File: src/rtl/core/gff_rlf_pkg.sv
// package with shared constants for the region line finder
package gff_rlf_pkg;

   localparam int MAX_ID_BYTES_DEFAULT = 8;
   localparam int LINE_BITS_DEFAULT    = 32;

   localparam int ID_WIDTH     = 64;
   localparam int ID_LEN_WIDTH = 4;
   localparam int POS_WIDTH    = 4;
   localparam int OUT_LINE_WIDTH = 32;

   // csr register indexes
   localparam logic CSR_ID_BYTES  = 1'b0;
   localparam logic CSR_ID_LENGTH = 1'b1;

   // scanner phases
   typedef logic [1:0] phase_type;
   localparam phase_type PH_HEADER = 2'd0;
   localparam phase_type PH_FIELD  = 2'd1;
   localparam phase_type PH_REST   = 2'd2;
   localparam phase_type PH_DONE   = 2'd3;

   // characters of interest
   localparam logic [7:0] CH_HASH = 8'h23;
   localparam logic [7:0] CH_TAB  = 8'h09;
   localparam logic [7:0] CH_NL   = 8'h0A;

endpackage

File: src/rtl/core/gff_region_line_finder.sv
// top level of the region line finder: byte scanner, scan state and result register
//
// usage
//  - req channel: one text byte per transaction (req_data_byte) plus req_is_last,
//    which marks the final byte of a stream; a transaction is taken on a rising
//    edge with req_valid high and req_stall low
//  - rsp channel: one transaction per stream, produced by the byte that carries
//    req_is_last; it reports rsp_found and the first and last line index of the
//    matching run (all zero when nothing matched)
//  - csr port: index 0 writes the identifier bytes (first character in bits 7:0),
//    index 1 writes the identifier length; write only while the block is idle
//  - latency: the response is visible in the cycle after the last byte is taken
//  - throughput: one byte per cycle while req_stall is low; each byte runs through
//    character compares and counter and flag updates between the scan state registers
//    and the response register
//  - stall: while a response waits under rsp_stall the block raises req_stall,
//    as soon as the response drains the next byte is taken in the same cycle
//  - reset: synchronous, clears the scan state, the response register and the
//    csr values (identifier bytes zero, length one)
//  - after each last byte the scan state returns to its reset values so the
//    next byte starts a new stream; csr values are kept
module gff_region_line_finder #(
   parameter int MAX_ID_BYTES = gff_rlf_pkg::MAX_ID_BYTES_DEFAULT,
   parameter int LINE_BITS    = gff_rlf_pkg::LINE_BITS_DEFAULT
) (
   input  logic        clock,
   input  logic        reset,

   // csr write port
   input  logic        csr_wr_en,
   input  logic        csr_index,
   input  logic [63:0] csr_wdata,

   // byte stream in
   input  logic        req_valid,
   output logic        req_stall,
   input  logic [7:0]  req_data_byte,
   input  logic        req_is_last,

   // result out
   output logic        rsp_valid,
   input  logic        rsp_stall,
   output logic        rsp_found,
   output logic [31:0] rsp_first_line,
   output logic [31:0] rsp_last_line
);

   localparam logic [LINE_BITS-1:0] LINE_MAX = '1;

   // csr registers
   logic [gff_rlf_pkg::ID_WIDTH-1:0]     id_bytes_ff;
   logic [gff_rlf_pkg::ID_LEN_WIDTH-1:0] id_length_ff;

   // scan state
   gff_rlf_pkg::phase_type             phase_ff, phase_in;
   logic [LINE_BITS-1:0]               line_index_ff, line_index_in;
   logic [gff_rlf_pkg::POS_WIDTH-1:0]  field_pos_ff, field_pos_in;
   logic                               mismatch_ff, mismatch_in;
   logic                               region_found_ff, region_found_in;
   logic [LINE_BITS-1:0]               region_start_ff, region_start_in;
   logic [LINE_BITS-1:0]               region_end_ff, region_end_in;

   // response register
   logic                               rsp_valid_ff, rsp_valid_in;
   logic                               rsp_found_ff, rsp_found_in;
   logic [31:0]                        rsp_first_ff, rsp_first_in;
   logic [31:0]                        rsp_last_ff, rsp_last_in;

   logic                               req_take;
   logic [gff_rlf_pkg::ID_LEN_WIDTH-1:0] eff_length;
   logic [7:0]                         want_byte;
   logic                               field_match;
   logic [LINE_BITS-1:0]               line_prev;
   logic [LINE_BITS-1:0]               line_next;

   // a held response blocks new bytes only while it is stalled
   assign req_stall = rsp_valid_ff & rsp_stall;
   assign req_take  = req_valid & ~req_stall;

   // identifier length clamped to the supported maximum
   assign eff_length = (id_length_ff > gff_rlf_pkg::ID_LEN_WIDTH'(MAX_ID_BYTES))
                       ? gff_rlf_pkg::ID_LEN_WIDTH'(MAX_ID_BYTES) : id_length_ff;

   // identifier character at the current field position (only used when pos < length)
   assign want_byte   = id_bytes_ff[{field_pos_ff[2:0], 3'b000} +: 8];
   assign field_match = ~mismatch_ff & (field_pos_ff == eff_length);
   assign line_prev   = line_index_ff - LINE_BITS'(1);
   assign line_next   = (line_index_ff != LINE_MAX) ? line_index_ff + LINE_BITS'(1)
                                                    : line_index_ff;

   // csr writes
   always_ff @(posedge clock) begin
      if (reset) begin
         id_bytes_ff  <= '0;
         id_length_ff <= gff_rlf_pkg::ID_LEN_WIDTH'(1);
      end else if (csr_wr_en) begin
         unique case (csr_index)
            gff_rlf_pkg::CSR_ID_BYTES:  id_bytes_ff  <= csr_wdata;
            gff_rlf_pkg::CSR_ID_LENGTH: id_length_ff <= csr_wdata[gff_rlf_pkg::ID_LEN_WIDTH-1:0];
            default: ;
         endcase
      end
   end

   // byte scanner: next scan state and response contents
   always_comb begin
      phase_in        = phase_ff;
      line_index_in   = line_index_ff;
      field_pos_in    = field_pos_ff;
      mismatch_in     = mismatch_ff;
      region_found_in = region_found_ff;
      region_start_in = region_start_ff;
      region_end_in   = region_end_ff;

      rsp_valid_in = rsp_valid_ff & rsp_stall;
      rsp_found_in = rsp_found_ff;
      rsp_first_in = rsp_first_ff;
      rsp_last_in  = rsp_last_ff;

      if (req_take) begin
         unique case (phase_ff)
            gff_rlf_pkg::PH_HEADER,
            gff_rlf_pkg::PH_REST: begin
               if (req_data_byte == gff_rlf_pkg::CH_NL) begin
                  line_index_in = line_next;
                  phase_in      = gff_rlf_pkg::PH_FIELD;
                  field_pos_in  = '0;
                  mismatch_in   = 1'b0;
               end
            end
            gff_rlf_pkg::PH_FIELD: begin
               priority if (req_data_byte == gff_rlf_pkg::CH_HASH) begin
                  // comment line, skip the rest
                  phase_in = gff_rlf_pkg::PH_REST;
               end else if (req_data_byte == gff_rlf_pkg::CH_NL) begin
                  // line without a tab is skipped
                  line_index_in = line_next;
                  field_pos_in  = '0;
                  mismatch_in   = 1'b0;
               end else if (req_data_byte == gff_rlf_pkg::CH_TAB) begin
                  // end of first field: open or close the run
                  phase_in = gff_rlf_pkg::PH_REST;
                  if (!region_found_ff) begin
                     if (field_match) begin
                        region_found_in = 1'b1;
                        region_start_in = line_index_ff;
                     end
                  end else if (!field_match) begin
                     region_end_in = line_prev;
                     phase_in      = gff_rlf_pkg::PH_DONE;
                  end
               end else begin
                  if (field_pos_ff >= eff_length || want_byte != req_data_byte) begin
                     mismatch_in = 1'b1;
                  end
                  if (field_pos_ff != '1) begin
                     field_pos_in = field_pos_ff + gff_rlf_pkg::POS_WIDTH'(1);
                  end
               end
            end
            default: ;   // run closed, ignore rest of stream
         endcase

         if (req_is_last) begin
            rsp_valid_in = 1'b1;
            rsp_found_in = region_found_in;
            if (region_found_in) begin
               rsp_first_in = 32'(region_start_in);
               // open run ends at the line before, or at the current line after its tab
               unique case (phase_in)
                  gff_rlf_pkg::PH_FIELD: rsp_last_in = 32'(line_index_in - LINE_BITS'(1));
                  gff_rlf_pkg::PH_REST:  rsp_last_in = 32'(line_index_in);
                  default:               rsp_last_in = 32'(region_end_in);
               endcase
            end else begin
               rsp_first_in = '0;
               rsp_last_in  = '0;
            end

            // new stream starts with the next byte
            phase_in        = gff_rlf_pkg::PH_HEADER;
            line_index_in   = '0;
            field_pos_in    = '0;
            mismatch_in     = 1'b0;
            region_found_in = 1'b0;
            region_start_in = '0;
            region_end_in   = '0;
         end
      end
   end

   always_ff @(posedge clock) begin
      if (reset) begin
         phase_ff        <= gff_rlf_pkg::PH_HEADER;
         line_index_ff   <= '0;
         field_pos_ff    <= '0;
         mismatch_ff     <= 1'b0;
         region_found_ff <= 1'b0;
         region_start_ff <= '0;
         region_end_ff   <= '0;
         rsp_valid_ff    <= 1'b0;
      end else begin
         phase_ff        <= phase_in;
         line_index_ff   <= line_index_in;
         field_pos_ff    <= field_pos_in;
         mismatch_ff     <= mismatch_in;
         region_found_ff <= region_found_in;
         region_start_ff <= region_start_in;
         region_end_ff   <= region_end_in;
         rsp_valid_ff    <= rsp_valid_in;
      end
   end

   // response payload
   always_ff @(posedge clock) begin
      if (reset) begin
         rsp_found_ff <= 1'b0;
         rsp_first_ff <= '0;
         rsp_last_ff  <= '0;
      end else begin
         rsp_found_ff <= rsp_found_in;
         rsp_first_ff <= rsp_first_in;
         rsp_last_ff  <= rsp_last_in;
      end
   end

   assign rsp_valid      = rsp_valid_ff;
   assign rsp_found      = rsp_found_ff;
   assign rsp_first_line = rsp_first_ff;
   assign rsp_last_line  = rsp_last_ff;

endmodule
File: config.mk
export PLATFORM = sky130hd
export DESIGN_NAME = gff_region_line_finder
export DESIGN_NICKNAME = d
export VERILOG_FILES = /design/src/rtl/core/gff_rlf_pkg.sv /design/src/rtl/core/gff_region_line_finder.sv
export SDC_FILE = /design/constraint.sdc
export NUM_CORES = 1
export LEC_CHECK = 0
export BUFFER_PORTS_ARGS = -buffer_cell sky130_fd_sc_hd__buf_2
export CORE_ASPECT_RATIO = 1.2
export CORE_MARGIN = 1.5
export CORE_UTILIZATION = 55
export CTS_BUF_LIST = sky130_fd_sc_hd__clkbuf_4 sky130_fd_sc_hd__clkbuf_8
export CTS_CLUSTER_DIAMETER = 100
export DETAILED_ROUTE_END_ITERATION = 10
export GPL_ROUTABILITY_DRIVEN = 1
export PLACE_DENSITY = 0.82
export SLEW_MARGIN = 5
export SYNTH_ARGS = -nofsm -noshare
export SYNTH_HDL_FRONTEND = slang
export SYNTH_SLANG_ARGS = --single-unit
export TNS_END_PERCENT = 30
File: constraint.sdc
create_clock -name clock -period 11.8 [get_ports clock]
set_input_delay 1.18 -clock clock [delete_from_list [all_inputs] [get_ports clock]]
set_output_delay 1.18 -clock clock [all_outputs]
set_load 0.02 [all_outputs]
======== Word level (Yosys, flattened, before mapping) ========
Cells that the tools add are included.
Widths: inputs -> output; s select.
storage, ports and cells
  bits in registers ....................... 238
  latch bits .............................. 0
  memory bits (writable) .................. 0
  ROM bits ................................ 0
  bits of input ports ..................... 79
  output and inout bits ................... 67
  word-level logic and storage cells ...... 108
  memories ................................ 0
operators by class
  add/subtract/negate cells ............... 4
  $mul .................................... 0
  div/mod/pow operators ................... 0
  magnitude comparators ................... 2
  eq/ne operators ......................... 16
  shift-type cells ........................ 1
  mux-type cells .......................... 57
  bitwise operators ....................... 6
  reduce and logical (&&, ||, !) cells .... 9
operators with widths
  operator               number
  $mux 32                21
  $pmux 32 s2            2
  $shiftx 64x7->8        1
  $sub 32x1->32 const B  2
  $add 32x1->32 const B  1
  $ne 32x32->1 const B   1
  $mux 4                 7
  $mux 1                 18
  $eq 8x4->1 const B     2
  $ne 4x4->1 const B     4
  $mux 2                 6
  $reduce_and 6->1       2
  $eq 8x6->1 const B     1
  $ne 8x8->1             1
  $pmux 4 s2             1
  $ne 3x3->1 const B     2
  $reduce_and 2->1       3
  $add 4x1->4 const B    1
  $eq 2x1->1 const B     2
  $eq 2x2->1 const B     2
  $eq 4x4->1             1
  $ge 4x4->1             1
  $gt 4x4->1 const B     1
  $pmux 2 s2             1
  7 further kinds        11

======== Depth between registers and ports, before layout ========
  word-level depth ........................ 14
  mapped depth ............................ 18
  mapped depth without buffers ............ 15

======== Least setup slack after synthesis ========
OpenSTA, ideal clock, no wires.
  path type ............................... input port to flip-flop
  from .................................... input req_data_byte[2]
  to ...................................... register rsp_last_ff[26] (netlist: rsp_last_line[26])
  setup time .............................. 122 ps
  arrival ................................. 4088 ps
  data required time ...................... 11678 ps
  path slack .............................. 7590 ps
  stages on the path ...................... 12
  buffers on the path ..................... 1
  path through ............................ nor4_4 -> nand3_1 -> clkbuf_1 -> nor2_1 -> xnor2_1 -> ha_1 -> inv_1 -> nor3_1 -> nand4_1 -> nor4_1 -> xor2_1 -> a221o_1
between the ends
  longest elaborated chain between the ends .. 9
  elaborated cells between the ends (all ways) .. 27
  those cells by class .................... 1 x add/sub; 5 x eq/ne; 21 x mux
RTL lines
  item                                                   line                           text
  start, declared                                        gff_region_line_finder.sv:37   input logic [7:0] req_data_byte,
  branches (longest 8 deep; another with $sub 32x1->32)  n/a
  $mux 32 *                                              gff_region_line_finder.sv:167  if (region_found_in) begin
  end signal, assigned                                   gff_region_line_finder.sv:223  rsp_last_ff <= rsp_last_in;
  end, declared                                          gff_region_line_finder.sv:67   logic [31:0] rsp_last_ff, rsp_last_in;
Every way passes the cells marked *. The select of a mux whose other input is x is not followed.
A chain may end at the register's enable or synchronous reset.

======== Worst setup path after layout ========
  from .................................... register line_index_ff[0]
  to ...................................... register rsp_last_ff[26] (netlist: rsp_last_line[26])
between the ends
  longest elaborated chain between the ends .. 9
  elaborated cells between the ends (all ways) .. 17
  those cells by class .................... 3 x add/sub; 1 x eq/ne; 13 x mux
RTL lines
  item                                      line                                                                                         text
  start, declared                           gff_region_line_finder.sv:56                                                                 logic [LINE_BITS-1:0] line_index_ff, line_index_in;
  start signal, assigned                    gff_region_line_finder.sv:204                                                                line_index_ff <= line_index_in;
  $add 32x1->32 (tied with other cells)     gff_region_line_finder.sv:88                                                                 assign line_next = (line_index_ff != LINE_MAX) ? line_index_ff + LINE_BITS'(1)
  $mux 32, on equally long branches         gff_region_line_finder.sv:88, gff_region_line_finder.sv:148
  $mux 32, on equally long branches         gff_region_line_finder.sv:124, gff_region_line_finder.sv:135, gff_region_line_finder.sv:143
  $mux 32, on equally long branches         gff_region_line_finder.sv:132, gff_region_line_finder.sv:140
  $pmux 32 s2 or $mux 32 (tied branches)    gff_region_line_finder.sv:121, gff_region_line_finder.sv:135
  $mux 32, on equally long branches         gff_region_line_finder.sv:120, gff_region_line_finder.sv:132
  $sub 32x1->32 or $mux 32 (tied branches)  gff_region_line_finder.sv:171, gff_region_line_finder.sv:121
  $pmux 32 s2 *                             gff_region_line_finder.sv:170                                                                unique case (phase_in)
  $mux 32 *                                 gff_region_line_finder.sv:167
Mark *: on every way between the ends. The rest lies on a longest branch, timed or not. The select of a mux whose other input is x is not followed.

==> flow_summary.yaml <==
outcome:
  status: "complete, no violations"
critical_path:
  worstSetupStartpointType: "register"
  path_class: "register to register"
  cp_max_fo: 21
  required_ns: 12.23
  worstSetupEndpointType: "register"
  worstPathArrival_ns: 5.76
routing:
  antenna_left: 0
  wire_per_inst_microns: 18.9
  vias: 12400
  routed_wl_mm: 37.3
  drt_first_iter_violations: 968
  avgViaCountPerCell: 6.29
  drc: 0
  firstDrtPassIters: 5
timing:
  fin_crit_sh: 0.451
  setup_ws_ns: 6.47
  worst_pin_slew_ns: 1.29
  rsz0062_at_grt: "no"
  tns_ns: 0
  relSlewSlack: 0.140
  min_period_ns: 5.33
  skew_ns: 0.0254
  setup_viol: 0
  holdWs_ns: 0.442
  slew_violations: 0
  max_freq_ghz: 0.188
  report.final.hold_viol_count: 0
floorplan:
  die_x_microns: 142
  coreArea_sq_um: 22500
  dieArea_sq_um: 24000
  die_h_microns: 169
  rows: 60
  initial_core_util: 0.563
  ios: 146
layout:
  layout.nets: 1755
  drive_above_1_share: 0.163
  syn_to_final_growth_pct: 11.8
  n_antenna_cell: 0
synth:
  yosysSeqAreaShare: 0.376
  syn_inst: 1603
  synthesis.area_sq_um: 12700
  yosysWarnings: 0
  synth_cell_types: 82
  ys_seq_elements: 238
  synth_flop_cell: "dfxtp_1"
  async_flop_share: 0
  synth_edf_count: 0
  syn-num-nets: 1692
  synth.avg_cell_area_sq_um: 7.90
power:
  p_leak_nw: 5.32
  cellPowerDensity_nw_per_um2: 117
  max-vdd-ir-drop_mv: 0.0866
clocking:
  cts_repair_resize_count: 0
  cts_tree: "built"
  path_clk_slew_ns: 0.07
  cts_buffer_depth: 3
  cts_made_buffers: 39
  insertion_delay_ns: 0.56
  root_buffer: "clkbuf_8"
  clock_sinks: 238
  cts_setup_buffers: 0
  h-tree-depth: 2
  cts_hold_buf: 0
grt:
  grt_pass1_wl_mm: 59.2
  grt_start_max_net_pins: 93
  grt_overflow: 0
  grt_pass1_vias: 11900
  grt_antenna_before_repair: 0
  gr-usage-all-layers: 0.307
place:
  gp_congestion: 1.02
  place_ws_ns: 6.70
  dp_hpwl_mm: 25.4
  port_buffers: 145
min_path:
  min_path_type: "register to register"
run:
  maxCapViolCount: 0
-- sequential cells by signal (all words and copies together), names as in the netlist, 2 cells and up --
signal / count
id_bytes_ff: 64
line_index_ff: 32
region_end_ff: 32
region_start_ff: 32
rsp_first_line: 32
rsp_last_line: 32
field_pos_ff: 4
id_length_ff: 4
phase_ff: 2
-- kinds of logic (layout without fill, tap and decap cells) --
group,Yosys count,after routing,synth area share
compound gates,410,410,0.205
mux,60,60,0.0633
xor+xnor,80,80,0.0553
fa+ha+maj,10,10,0.00988
flops,238,238,0.376
buf+inv,162,248,0.0510
simple gates,643,643,0.239
-- synthesized netlist by cell type (6+ instances only) --
cell type,instances,area share
nand2_1,256,0.076
dfxtp_1,238,0.38
nor2_1,167,0.049
a21oi_1,127,0.050
clkbuf_1,114,0.034
a22oi_1,88,0.052
o21ai_0,86,0.034
xnor2_1,49,0.034
mux2i_1,43,0.034
nand3_1,37,0.015
nor3_1,33,0.013
xor2_1,31,0.021
nand4_1,30,0.015
nor4_1,22,0.011
or3_1,22,0.011
inv_1,20,0.0059
mux4_2,16,0.028
a31oi_1,15,0.0074
buf_1,12,0.0036
a22o_1,11,0.0076
and3_1,11,0.0054
ha_1,10,0.0099
o21ai_1,10,0.0040
or4_1,10,0.0059
buf_2,9,0.0036
a21o_1,8,0.0047
o31ai_1,8,0.0047
a2bb2oi_1,7,0.0048
nor2b_1,7,0.0035
a32oi_1,6,0.0041
nand2b_1,6,0.0030
or2_2,6,0.0030
-- final cells by class --
class                   count  area [sq um]
fillers                  2001          8360
multi-input cells        1203          7310
flip-flops and latches    238          4760
repair buffers            163           863
clock buffers              57           728
well taps                 279           349
inverters                  21          78.8
clock inverters             7          66.3
-- final timing paths --
| path | from | to | slack [ns] | depth (start not counted) |
|---|---|---|---|---|
| max | line_index_ff[0] | rsp_last_line[26] | 6.47 | 13 |
| min | rsp_found | rsp_found | 0.44 | 2 |
| max reg2reg | line_index_ff[0] | rsp_last_line[26] | 6.47 | 13 |
| min reg2reg | rsp_found | rsp_found | 0.44 | 2 |
-- where the power goes --
part | internal (mW) | switching [mW] | leakage [nW]
Clock | 0.416 | 0.333 | 0.421
Combinational | 0.0285 | 0.0569 | 2.97
Sequential | 0.815 | 0.00543 | 1.92
-- placed cells by master, fill, tap and decap left out, types with 15 or more instances in the layout --
master and instances:
a31oi_1 15, nand4_1 30, nand3_1 37, o21ai_0 86, clkbuf_8 48, buf_2 144
inv_1 20, or3_1 22, xnor2_1 49, nor2_1 166, mux4_2 16, buf_4 19
a21oi_1 126, nand2_1 256, dfxtp_1 238, nor4_1 22, nor3_1 32, mux2i_1 43
xor2_1 31, a22oi_1 88
-- worst max-delay path, stage by stage, from the launching register on --
cell     delay [ns]
dfxtp_1        0.68
ha_1           0.45
nand4_2        0.24
nor4_4         0.45
and3_1         0.68
nor2_1         0.29
xnor2_1        0.31
ha_1           0.22
inv_1          0.09
nor3_1         0.50
nand4_1        0.38
nor4_1         0.45
xor2_1         0.11
a221o_1        0.34
-- metrics by stage --
step / utilization / total power [mW] / instance area (sq um) / instances
after floorplan: - / 0.889 / 12700 / 1603
after global placement: 0.594 / 0.920 / 13400 / 1904
after detailed placement: 0.594 / 0.922 / 13400 / 1904
after CTS: 0.629 / 1.66 / 14200 / 1968
after global routing: 0.629 / 1.71 / 14200 / 1968
final: 0.629 / 1.65 / 14200 / 1968
-- per-layer routing --
layer / vias to the layer above / global-route usage / wire, microns
met3: 170 / 0.0598 / 2630
met1: 5786 / 0.337 / 13900
li1: 5846 / - / -
met5: - / 0 / 0
met2: 577 / 0.531 / 18300
met4: 0 / 0.212 / 2460
Note: power is estimated with default switching activity, not from simulation.
